--- src/hdl/wfa_pkg.sv ---
// Types and constants for the worst-fit allocator.
`timescale 1ns / 1ps
`default_nettype none
package wfa_pkg;
  localparam int unsigned DATA_W         = 16;
  localparam int unsigned SIZE_W         = 17;
  localparam int unsigned MAX_BLOCKS_DEF = 16;
  localparam logic [DATA_W-1:0] POOL_RESET = 16'd1024;

  localparam logic MODE_ALLOC = 1'b0;
  localparam logic MODE_FREE  = 1'b1;

  typedef enum logic [1:0] {
    ST_OK      = 2'd0,
    ST_NOFIT   = 2'd1,
    ST_NOMATCH = 2'd2,
    ST_FULL    = 2'd3
  } status_t;

  typedef enum logic [3:0] {
    S_IDLE,
    S_A_SCAN,
    S_A_DEC,
    S_F_BUSY,
    S_F_POS,
    S_F_DEC,
    S_SHR,
    S_SHI,
    S_DONE
  } state_t;

  typedef struct packed {
    logic              we;
    logic              cnt_inc;
    logic              cnt_dec;
    logic [DATA_W-1:0] start;
    logic [SIZE_W-1:0] size;
  } ftbl_ctl_t;

  typedef struct packed {
    logic              we;
    logic              clr;
    logic [DATA_W-1:0] start;
    logic [SIZE_W-1:0] size;
  } btbl_ctl_t;
endpackage
`default_nettype wire

--- src/hdl/wfa_free_tbl.sv ---
// Address-ordered free table with entry count.
`timescale 1ns / 1ps
`default_nettype none
module wfa_free_tbl #(
  parameter int unsigned MAX_BLOCKS = wfa_pkg::MAX_BLOCKS_DEF,
  localparam int unsigned IDX_W = $clog2(MAX_BLOCKS),
  localparam int unsigned CNT_W = $clog2(MAX_BLOCKS + 1)
) (
  input  wire logic                          clk,
  input  wire logic                          rst_n,
  input  wire logic                          init,
  input  wire logic [wfa_pkg::DATA_W-1:0]    init_size,
  input  wire logic [IDX_W-1:0]              rd_idx,
  output logic      [wfa_pkg::DATA_W-1:0]    rd_start,
  output logic      [wfa_pkg::SIZE_W-1:0]    rd_size,
  input  wire logic [IDX_W-1:0]              wr_idx,
  input  wire wfa_pkg::ftbl_ctl_t            ctl,
  output logic      [CNT_W-1:0]              cnt
);
  logic [wfa_pkg::DATA_W-1:0] start_r [MAX_BLOCKS];
  logic [wfa_pkg::SIZE_W-1:0] size_r  [MAX_BLOCKS];
  logic [CNT_W-1:0]           cnt_r;

  always_ff @(posedge clk) begin
    if (!rst_n) begin
      cnt_r      <= CNT_W'(1);
      start_r[0] <= '0;
      size_r[0]  <= {1'b0, wfa_pkg::POOL_RESET};
    end else if (init) begin
      cnt_r      <= (init_size != '0) ? CNT_W'(1) : '0;
      start_r[0] <= '0;
      size_r[0]  <= {1'b0, init_size};
    end else begin
      if (ctl.we) begin
        start_r[wr_idx] <= ctl.start;
        size_r[wr_idx]  <= ctl.size;
      end
      if (ctl.cnt_inc) cnt_r <= cnt_r + CNT_W'(1);
      else if (ctl.cnt_dec) cnt_r <= cnt_r - CNT_W'(1);
    end
  end

  assign rd_start = start_r[rd_idx];
  assign rd_size  = size_r[rd_idx];
  assign cnt      = cnt_r;
endmodule
`default_nettype wire

--- src/hdl/wfa_busy_tbl.sv ---
// Busy table with valid bits and first-free-slot encoder.
`timescale 1ns / 1ps
`default_nettype none
module wfa_busy_tbl #(
  parameter int unsigned MAX_BLOCKS = wfa_pkg::MAX_BLOCKS_DEF,
  localparam int unsigned IDX_W = $clog2(MAX_BLOCKS)
) (
  input  wire logic                          clk,
  input  wire logic                          rst_n,
  input  wire logic                          init,
  input  wire logic [IDX_W-1:0]              rd_idx,
  output logic                               rd_valid,
  output logic      [wfa_pkg::DATA_W-1:0]    rd_start,
  output logic      [wfa_pkg::SIZE_W-1:0]    rd_size,
  input  wire logic [IDX_W-1:0]              wr_idx,
  input  wire wfa_pkg::btbl_ctl_t            ctl,
  output logic      [IDX_W-1:0]              slot,
  output logic                               full
);
  logic [MAX_BLOCKS-1:0]      valid_r;
  logic [wfa_pkg::DATA_W-1:0] start_r [MAX_BLOCKS];
  logic [wfa_pkg::SIZE_W-1:0] size_r  [MAX_BLOCKS];

  always_ff @(posedge clk) begin
    if (!rst_n || init) begin
      valid_r <= '0;
    end else if (ctl.we) begin
      valid_r[wr_idx] <= 1'b1;
    end else if (ctl.clr) begin
      valid_r[wr_idx] <= 1'b0;
    end
  end

  always_ff @(posedge clk) begin
    if (ctl.we) begin
      start_r[wr_idx] <= ctl.start;
      size_r[wr_idx]  <= ctl.size;
    end
  end

  always_comb begin
    slot = '0;
    full = 1'b1;
    for (int i = MAX_BLOCKS - 1; i >= 0; i--) begin
      if (!valid_r[i]) begin
        slot = IDX_W'(i);
        full = 1'b0;
      end
    end
  end

  assign rd_valid = valid_r[rd_idx];
  assign rd_start = start_r[rd_idx];
  assign rd_size  = size_r[rd_idx];
endmodule
`default_nettype wire

--- src/hdl/wfa_ctrl.sv ---
// Sequencer and shared compare/add datapath for the allocator.
`timescale 1ns / 1ps
`default_nettype none
module wfa_ctrl #(
  parameter int unsigned MAX_BLOCKS = wfa_pkg::MAX_BLOCKS_DEF,
  localparam int unsigned IDX_W = $clog2(MAX_BLOCKS),
  localparam int unsigned CNT_W = $clog2(MAX_BLOCKS + 1)
) (
  input  wire logic                          clk,
  input  wire logic                          rst_n,
  input  wire logic                          in_valid,
  output logic                               in_stall,
  input  wire logic                          in_mode,
  input  wire logic [wfa_pkg::DATA_W-1:0]    in_request_size,
  input  wire logic [wfa_pkg::DATA_W-1:0]    in_start_address,
  output logic                               out_valid,
  input  wire logic                          out_stall,
  output logic      [1:0]                    out_status,
  output logic      [wfa_pkg::DATA_W-1:0]    out_address,
  output logic                               idle,
  output logic      [IDX_W-1:0]              f_rd_idx,
  input  wire logic [wfa_pkg::DATA_W-1:0]    f_rd_start,
  input  wire logic [wfa_pkg::SIZE_W-1:0]    f_rd_size,
  output logic      [IDX_W-1:0]              f_wr_idx,
  output wfa_pkg::ftbl_ctl_t                 f_ctl,
  input  wire logic [CNT_W-1:0]              f_cnt,
  output logic      [IDX_W-1:0]              b_idx,
  input  wire logic                          b_rd_valid,
  input  wire logic [wfa_pkg::DATA_W-1:0]    b_rd_start,
  input  wire logic [wfa_pkg::SIZE_W-1:0]    b_rd_size,
  output wfa_pkg::btbl_ctl_t                 b_ctl,
  input  wire logic [IDX_W-1:0]              b_slot,
  input  wire logic                          b_full
);
  localparam int unsigned DW = wfa_pkg::DATA_W;
  localparam int unsigned SW = wfa_pkg::SIZE_W;
  localparam logic [CNT_W-1:0] MAXC = CNT_W'(MAX_BLOCKS);

  wfa_pkg::state_t state_r, state_nxt;

  logic                mode_r;
  logic [DW-1:0]       size_r, start_r;
  logic [CNT_W-1:0]    i_r, i_nxt;
  logic [CNT_W-1:0]    pos_r, pos_nxt;
  logic [IDX_W-1:0]    best_r, best_nxt, hit_r, hit_nxt;
  logic                found_r, found_nxt;
  logic [SW-1:0]       best_size_r, best_size_nxt;
  logic [DW-1:0]       best_start_r, best_start_nxt;
  logic [DW-1:0]       prev_start_r, prev_start_nxt, next_start_r, next_start_nxt;
  logic [SW:0]         prev_end_r, prev_end_nxt;
  logic [SW-1:0]       prev_size_r, prev_size_nxt, next_size_r, next_size_nxt;
  wfa_pkg::status_t    status_r, status_nxt;
  logic [DW-1:0]       addr_r, addr_nxt;
  logic                out_valid_r;
  wfa_pkg::status_t    out_status_r;
  logic [DW-1:0]       out_addr_r;

  logic          accept, scan_more, fits, ge_best, bmatch, pos_le, jp, jn, load_out;
  logic [SW-1:0] req_z, rem, end_a;
  logic [CNT_W-1:0] i_inc, i_dec;

  assign accept    = in_valid && (state_r == wfa_pkg::S_IDLE);
  assign in_stall  = (state_r != wfa_pkg::S_IDLE);
  assign idle      = (state_r == wfa_pkg::S_IDLE);
  assign load_out  = (state_r == wfa_pkg::S_DONE) && (!out_valid_r || !out_stall);
  assign i_inc     = i_r + CNT_W'(1);
  assign i_dec     = i_r - CNT_W'(1);
  assign req_z     = {1'b0, size_r};
  assign scan_more = (i_r < f_cnt);
  assign fits      = (f_rd_size >= req_z);
  assign ge_best   = (f_rd_size >= best_size_r);
  assign bmatch    = b_rd_valid && (b_rd_start == start_r) && (b_rd_size == req_z);
  assign pos_le    = (f_rd_start <= start_r);
  assign rem       = best_size_r - req_z;
  assign end_a     = {1'b0, start_r} + req_z;
  assign jp        = (pos_r != '0) && (prev_end_r == {2'b00, start_r});
  assign jn        = (pos_r < f_cnt) && (end_a == {1'b0, next_start_r});

  always_comb begin
    unique case (state_r)
      wfa_pkg::S_SHR: f_rd_idx = i_inc[IDX_W-1:0];
      wfa_pkg::S_SHI: f_rd_idx = i_dec[IDX_W-1:0];
      default:        f_rd_idx = i_r[IDX_W-1:0];
    endcase
  end

  always_comb begin
    state_nxt = state_r;
    unique case (state_r)
      wfa_pkg::S_IDLE: begin
        if (accept) begin
          if (in_request_size == '0) state_nxt = wfa_pkg::S_DONE;
          else if (in_mode == wfa_pkg::MODE_ALLOC) state_nxt = wfa_pkg::S_A_SCAN;
          else state_nxt = wfa_pkg::S_F_BUSY;
        end
      end
      wfa_pkg::S_A_SCAN: if (!scan_more) state_nxt = wfa_pkg::S_A_DEC;
      wfa_pkg::S_A_DEC: begin
        if (!found_r || b_full || rem != '0) state_nxt = wfa_pkg::S_DONE;
        else state_nxt = wfa_pkg::S_SHR;
      end
      wfa_pkg::S_F_BUSY: begin
        if (i_r >= MAXC) state_nxt = wfa_pkg::S_DONE;
        else if (bmatch) state_nxt = wfa_pkg::S_F_POS;
      end
      wfa_pkg::S_F_POS: if (!(scan_more && pos_le)) state_nxt = wfa_pkg::S_F_DEC;
      wfa_pkg::S_F_DEC: begin
        if (!jp && !jn) state_nxt = (f_cnt >= MAXC) ? wfa_pkg::S_DONE : wfa_pkg::S_SHI;
        else if (jp && jn) state_nxt = wfa_pkg::S_SHR;
        else state_nxt = wfa_pkg::S_DONE;
      end
      wfa_pkg::S_SHR: if (i_inc >= f_cnt) state_nxt = wfa_pkg::S_DONE;
      wfa_pkg::S_SHI: if (i_r <= pos_r) state_nxt = wfa_pkg::S_DONE;
      wfa_pkg::S_DONE: if (load_out) state_nxt = wfa_pkg::S_IDLE;
      default: state_nxt = wfa_pkg::S_IDLE;
    endcase
  end

  always_comb begin
    i_nxt          = i_r;
    pos_nxt        = pos_r;
    best_nxt       = best_r;
    hit_nxt        = hit_r;
    found_nxt      = found_r;
    best_size_nxt  = best_size_r;
    best_start_nxt = best_start_r;
    prev_start_nxt = prev_start_r;
    prev_end_nxt   = prev_end_r;
    prev_size_nxt  = prev_size_r;
    next_start_nxt = next_start_r;
    next_size_nxt  = next_size_r;
    status_nxt     = status_r;
    addr_nxt       = addr_r;
    f_wr_idx       = i_r[IDX_W-1:0];
    f_ctl          = '0;
    b_idx          = i_r[IDX_W-1:0];
    b_ctl          = '0;
    unique case (state_r)
      wfa_pkg::S_IDLE: begin
        i_nxt         = '0;
        found_nxt     = 1'b0;
        best_size_nxt = '0;
        addr_nxt      = '0;
        status_nxt    = wfa_pkg::ST_OK;
        if (in_request_size == '0) begin
          status_nxt = (in_mode == wfa_pkg::MODE_ALLOC) ? wfa_pkg::ST_NOFIT
                                                        : wfa_pkg::ST_NOMATCH;
        end
      end
      wfa_pkg::S_A_SCAN: begin
        if (scan_more) begin
          if (fits && ge_best) begin
            found_nxt      = 1'b1;
            best_nxt       = i_r[IDX_W-1:0];
            best_size_nxt  = f_rd_size;
            best_start_nxt = f_rd_start;
          end
          i_nxt = i_inc;
        end
      end
      wfa_pkg::S_A_DEC: begin
        b_idx = b_slot;
        if (!found_r) begin
          status_nxt = wfa_pkg::ST_NOFIT;
        end else if (b_full) begin
          status_nxt = wfa_pkg::ST_FULL;
        end else begin
          addr_nxt    = best_start_r;
          b_ctl.we    = 1'b1;
          b_ctl.start = best_start_r;
          b_ctl.size  = req_z;
          f_wr_idx    = best_r;
          i_nxt       = {{(CNT_W-IDX_W){1'b0}}, best_r};
          if (rem != '0) begin
            f_ctl.we    = 1'b1;
            f_ctl.start = best_start_r + size_r;
            f_ctl.size  = rem;
          end
        end
      end
      wfa_pkg::S_F_BUSY: begin
        if (i_r >= MAXC) begin
          status_nxt = wfa_pkg::ST_NOMATCH;
        end else if (bmatch) begin
          hit_nxt = i_r[IDX_W-1:0];
          i_nxt   = '0;
        end else begin
          i_nxt = i_inc;
        end
      end
      wfa_pkg::S_F_POS: begin
        if (scan_more && pos_le) begin
          prev_start_nxt = f_rd_start;
          prev_size_nxt  = f_rd_size;
          prev_end_nxt   = {1'b0, f_rd_start} + {1'b0, f_rd_size};
          i_nxt          = i_inc;
        end else begin
          next_start_nxt = f_rd_start;
          next_size_nxt  = f_rd_size;
          pos_nxt        = i_r;
        end
      end
      wfa_pkg::S_F_DEC: begin
        b_idx = hit_r;
        if (!jp && !jn && f_cnt >= MAXC) begin
          status_nxt = wfa_pkg::ST_FULL;
        end else begin
          b_ctl.clr = 1'b1;
          if (jp) begin
            f_wr_idx    = pos_r[IDX_W-1:0] - IDX_W'(1);
            f_ctl.we    = 1'b1;
            f_ctl.start = prev_start_r;
            f_ctl.size  = jn ? prev_size_r + req_z + next_size_r : prev_size_r + req_z;
            i_nxt       = pos_r;
          end else if (jn) begin
            f_wr_idx    = pos_r[IDX_W-1:0];
            f_ctl.we    = 1'b1;
            f_ctl.start = start_r;
            f_ctl.size  = next_size_r + req_z;
          end else begin
            i_nxt = f_cnt;
          end
        end
      end
      wfa_pkg::S_SHR: begin
        if (i_inc < f_cnt) begin
          f_ctl.we    = 1'b1;
          f_ctl.start = f_rd_start;
          f_ctl.size  = f_rd_size;
          i_nxt       = i_inc;
        end else begin
          f_ctl.cnt_dec = 1'b1;
        end
      end
      wfa_pkg::S_SHI: begin
        f_ctl.we = 1'b1;
        if (i_r > pos_r) begin
          f_ctl.start = f_rd_start;
          f_ctl.size  = f_rd_size;
          i_nxt       = i_dec;
        end else begin
          f_ctl.start   = start_r;
          f_ctl.size    = req_z;
          f_ctl.cnt_inc = 1'b1;
        end
      end
      default: ;
    endcase
  end

  always_ff @(posedge clk) begin
    if (!rst_n) begin
      state_r     <= wfa_pkg::S_IDLE;
      out_valid_r <= 1'b0;
    end else begin
      state_r <= state_nxt;
      if (load_out) out_valid_r <= 1'b1;
      else if (!out_stall) out_valid_r <= 1'b0;
    end
  end

  always_ff @(posedge clk) begin
    if (accept) begin
      mode_r  <= in_mode;
      size_r  <= in_request_size;
      start_r <= in_start_address;
    end
    if (load_out) begin
      out_status_r <= status_r;
      out_addr_r   <= (status_r == wfa_pkg::ST_OK && mode_r == wfa_pkg::MODE_ALLOC)
                      ? addr_r : '0;
    end
    i_r          <= i_nxt;
    pos_r        <= pos_nxt;
    best_r       <= best_nxt;
    hit_r        <= hit_nxt;
    found_r      <= found_nxt;
    best_size_r  <= best_size_nxt;
    best_start_r <= best_start_nxt;
    prev_start_r <= prev_start_nxt;
    prev_end_r   <= prev_end_nxt;
    prev_size_r  <= prev_size_nxt;
    next_start_r <= next_start_nxt;
    next_size_r  <= next_size_nxt;
    status_r     <= status_nxt;
    addr_r       <= addr_nxt;
  end

  assign out_valid   = out_valid_r;
  assign out_status  = out_status_r;
  assign out_address = out_addr_r;
endmodule
`default_nettype wire

--- src/hdl/worst_fit_allocator_coalescing.sv ---
// Top level of the worst-fit allocator with coalescing.
// Allocate scans the free entries, then may shift free entries; free scans the busy
// table, then the free table for the insert position, then may shift free entries.
// One transaction at a time; in_stall is high while working.
// The table scans and shifts handle one entry per cycle.
// Reset: pool 1024 as one free block, busy table empty; a cfg write sets a pool of cfg_data (none if zero).
`timescale 1ns / 1ps
`default_nettype none
module worst_fit_allocator_coalescing #(
  parameter int unsigned MAX_BLOCKS = wfa_pkg::MAX_BLOCKS_DEF
) (
  input  wire logic                        clk,
  input  wire logic                        rst_n,
  input  wire logic                        in_valid,
  output logic                             in_stall,
  input  wire logic                        in_mode,
  input  wire logic [wfa_pkg::DATA_W-1:0]  in_request_size,
  input  wire logic [wfa_pkg::DATA_W-1:0]  in_start_address,
  output logic                             out_valid,
  input  wire logic                        out_stall,
  output logic      [1:0]                  out_status,
  output logic      [wfa_pkg::DATA_W-1:0]  out_address,
  input  wire logic                        cfg_valid,
  output logic                             cfg_ready,
  input  wire logic [wfa_pkg::DATA_W-1:0]  cfg_data
);
  localparam int unsigned IDX_W = $clog2(MAX_BLOCKS);
  localparam int unsigned CNT_W = $clog2(MAX_BLOCKS + 1);

  logic                       idle, init;
  logic [IDX_W-1:0]           f_rd_idx, f_wr_idx, b_idx, b_slot;
  logic [wfa_pkg::DATA_W-1:0] f_rd_start, b_rd_start;
  logic [wfa_pkg::SIZE_W-1:0] f_rd_size, b_rd_size;
  logic [CNT_W-1:0]           f_cnt;
  logic                       b_rd_valid, b_full;
  wfa_pkg::ftbl_ctl_t         f_ctl;
  wfa_pkg::btbl_ctl_t         b_ctl;

  assign cfg_ready = idle && !in_valid;
  assign init      = cfg_valid && cfg_ready;

  wfa_ctrl #(.MAX_BLOCKS(MAX_BLOCKS)) u_ctrl (
    .clk, .rst_n, .in_valid, .in_stall, .in_mode, .in_request_size,
    .in_start_address, .out_valid, .out_stall, .out_status, .out_address,
    .idle, .f_rd_idx, .f_rd_start, .f_rd_size, .f_wr_idx, .f_ctl, .f_cnt,
    .b_idx, .b_rd_valid, .b_rd_start, .b_rd_size, .b_ctl, .b_slot, .b_full
  );

  wfa_free_tbl #(.MAX_BLOCKS(MAX_BLOCKS)) u_free (
    .clk, .rst_n, .init, .init_size(cfg_data), .rd_idx(f_rd_idx),
    .rd_start(f_rd_start), .rd_size(f_rd_size), .wr_idx(f_wr_idx),
    .ctl(f_ctl), .cnt(f_cnt)
  );

  wfa_busy_tbl #(.MAX_BLOCKS(MAX_BLOCKS)) u_busy (
    .clk, .rst_n, .init, .rd_idx(b_idx), .rd_valid(b_rd_valid),
    .rd_start(b_rd_start), .rd_size(b_rd_size), .wr_idx(b_idx),
    .ctl(b_ctl), .slot(b_slot), .full(b_full)
  );
endmodule
`default_nettype wire

--- config.mk ---
export PLATFORM = sky130hd
export DESIGN_NAME = worst_fit_allocator_coalescing
export DESIGN_NICKNAME = d
export VERILOG_FILES = /design/src/hdl/wfa_pkg.sv /design/src/hdl/wfa_free_tbl.sv /design/src/hdl/wfa_busy_tbl.sv /design/src/hdl/wfa_ctrl.sv /design/src/hdl/worst_fit_allocator_coalescing.sv
export SDC_FILE = /design/constraint.sdc
export NUM_CORES = 2
export LEC_CHECK = 0
export BUFFER_PORTS_ARGS = -buffer_cell sky130_fd_sc_hd__buf_2
export CAP_MARGIN = 25
export CORE_UTILIZATION = 38
export CTS_CLUSTER_SIZE = 10
export DETAILED_ROUTE_END_ITERATION = 8
export PLACE_DENSITY = 0.57
export SYNTH_ARGS = -nofsm -noshare
export SYNTH_HDL_FRONTEND = slang
export SYNTH_SLANG_ARGS = --single-unit
--- constraint.sdc ---
create_clock -name clk -period 14.5 [get_ports clk]
set_input_delay 0.725 -clock clk [delete_from_list [all_inputs] [get_ports clk]]
set_output_delay 0.725 -clock clk [all_outputs]
set_load 0.05 [all_outputs]
==> flow_summary.ini <==
[synthesis]
synth-seq-cells = 1271
synth_nets = 4211
syn_avg_cell_area_um2 = 14.7
yosys.area.top_type_share = 0.642
yosys_warnings = 0
yosys-top-cells-area = edfxtp_1 (64%), mux4_2 (6.5%), ha_1 (4.0%)
mappedNetlistArea_mm2 = 0.0582
async_reset_ff_frac = 0
yosysTopAreaCell = edfxtp_1
syn_inst = 3962
synth_cell_type_count = 98
yosysSeqAreaShare = 0.651
synth_ff_type = edfxtp_1
synth_edf_count = 1245

[setup_path]
crit_buf_inv = 4
regToRegEndpoint = u_ctrl.hit_r[1]
end_kind = register
critPathMaxFanout = 110
path_class = register to register
cpMaxStageDelayCell = nor4b_4
rrSetupSlack_ps = 6660
cpLargestDelayFamily = simple AND/OR/NAND/NOR gates
path_cells = nor4b_4 -> buf_4 -> nand2_1 -> a2111o_1 -> buf_4 -> nand2_8 -> buf_4 -> buf_4 -> a211oi_1 -> a311oi_1 -> a311oi_1 -> a31oi_1 -> xnor2_1 -> or4_1 -> or4_4 -> nor3_1
reg2reg_from = u_ctrl.state_r[3]
crit_path_start_kind = register
max_stage_delay_ps = 880
critPathCapture = u_ctrl.hit_r[1]
cp_common_cell = buf_4
cp.required_ps = 14910
crit_start = u_ctrl.state_r[3]
crit_cells = 16
reg2reg_depth = 16
crit_arrival_ps = 8240

[timing]
finalSetupViolCount = 0
hold_viol = 0
period_minus_slack_ps = 7840
fin_crit_sh = 0.540
worst_clock_skew_ps = 21.3
slew_viol_final = 0
worst_slew_pin_slew_ps = 1200
rsz0062_at_grt = false
maxSlewHeadroom = 0.190
fmax_mhz = 128
setup_tns_ps = 0
setup_ws_ps = 6660

[power_and_ir_drop]
p_leak_uw = 0.0226
pwr-share-clk = 0.231
power_switching_uw = 5630
peakVddDrop_mv = 0.177
combPwrFrac = 0.441
power_density_mw_per_mm2 = 218
swShare = 0.392
internal_power_uw = 8710
p_seq_frac = 0.328

[cells_and_area]
drive_gt1_frac = 0.152
nets = 4380
final_common_cell = edfxtp_1
syn2layout_area_growth_pct = 12.9
final_cell_mix = edfxtp_1 (1245), nand2_1 (407), ha_1 (187), mux4_2 (169), clkbuf_16 (148)

[route]
drt_iter0_markers = 4426
dr_total_vias = 36800
via_per_inst = 5.92
wl_per_cell_um = 28.7
first_pass_iters = 8
drcViolationCount = 0
drt_wl_total_um = 178000
ant_nets = 0

[cts]
clock-sinks = 1271
clk_pin_slew_ps = 60
cts_tree = yes
ctsHoldBuffers = 0
cts_buffers = 148
max-clock-path-buffers = 3
clock-root-buffer = clkbuf_16
post-cts-setup-buffers = 0
htreeDepth = 4
clock_latency_ps = 790
cts-resized-gates = 0

[placed_design]
pre_cts_ws_ps = 6780
hpwl_um = 110000
port_buffers = 74
routabilityCongestion = 0.930

[floorplan]
ios = 75
start_util = 0.383
dieHeight_um = 393
die-area_mm2 = 0.155
coreArea_mm2 = 0.152
rows = 143
die_w_um = 393

[global_routing]
grt_remaining_overflow = 0
grt_first_pass_wirelength_um = 255000
track_usage = 0.227
grt_pass1_vias = 35700
antenna_found_initial = 15
grt_max_degree = 133

[outcome]
status = completed

[hold_path]
holdCritPathClass = input port to register

[job]
max_cap_viol_count = 0
==> state kept, by name, indices dropped and copies added (netlist names), 5 cells and up, named ones only <==
name                 cells
u_free.size_r          272
u_busy.size_r          256
u_busy.start_r         256
u_free.start_r         256
u_ctrl.prev_end_r       18
u_ctrl.best_size_r      17
u_ctrl.next_size_r      17
u_ctrl.prev_size_r      17
u_ctrl.addr_r           16
u_ctrl.best_start_r     16
u_ctrl.next_start_r     16
u_ctrl.out_address      16
u_ctrl.prev_start_r     16
u_ctrl.size_r           16
u_ctrl.start_r          16
u_ctrl.i_r               5
u_ctrl.pos_r             5
u_free.cnt               5
==> worst min path at each step <==
stage                                    from                    to  slack, ps  depth (start not counted)
after global routing      in_start_address[4]     u_ctrl.start_r[4]        110                          1
after global placement               register              register        500                          2
after floorplan            u_ctrl.status_r[0]  u_ctrl.out_status[0]        430                          0
final                     in_start_address[2]     u_ctrl.start_r[2]        120                          1
after CTS                 in_start_address[2]     u_ctrl.start_r[2]         80                          1
after detailed placement             register              register        510                          2
==> cell usage after synthesis, types with 27 or more instances <==
cell type  instances
edfxtp_1        1245
nand2_1          407
ha_1             187
mux4_2           169
a21oi_1          144
nor2_1           142
inv_1            126
clkbuf_1         112
xnor2_1          106
mux2i_1          102
o21ai_0           89
and3_1            81
nand3_1           80
a32oi_1           77
and2_1            56
nor3_1            55
a211oi_1          53
nand4_1           53
xor2_1            46
a21o_1            41
buf_2             36
nor4_1            31
nor2b_1           27
o21a_1            27
==> per-stage QoR <==
step	std cells	util	area (um2)	power [uW]	hold WS, ps
5_1_grt	6215	0.432	65800	15000	113
2_1_floorplan	3962	-	58200	9000	428
6_report	6217	0.432	65800	14300	124
4_1_cts	6209	0.432	65700	14300	80.9
3_3_place_gp	5995	0.404	61500	11000	498
3_5_place_dp	6006	0.405	61600	11000	505
==> kinds of logic after synthesis <==
logic type / synth area share
buf+inv: 0.0236
flops: 0.651
fa+ha+maj: 0.0429
mux: 0.0829
simple gates: 0.0878
xor+xnor: 0.0229
compound gates: 0.0888
==> routing by layer <==
layer,track usage,up-vias,wire length [um]
met4,0.0764,2,5310
li1,-,16000,-
met2,0.353,1697,82100
met5,0,-,13
met3,0.0388,300,14600
met1,0.321,18900,76100
==> cell type report <==
type / instances / area [um2]
clock inverters: 23 / 312
clock buffers: 180 / 3820
diodes: 3 / 7.51
fillers: 13700 / 86300
flip-flops and latches: 1271 / 37900
well taps: 2030 / 2540
inverters: 126 / 473
multi-input cells: 2375 / 19300
repair buffers: 209 / 1440
==> power groups by stage <==
| stage | clock network [uW] | registers, uW | logic [uW] |
|---|---|---|---|
| floorplan | 0 | 4700 | 4300 |
| global placement | 0 | 4770 | 6200 |
| detailed placement | 0 | 4770 | 6250 |
| CTS | 3370 | 4690 | 6280 |
| global route | 3490 | 4710 | 6800 |
| finish | 3320 | 4700 | 6320 |
(Power assumes the default switching activity.)
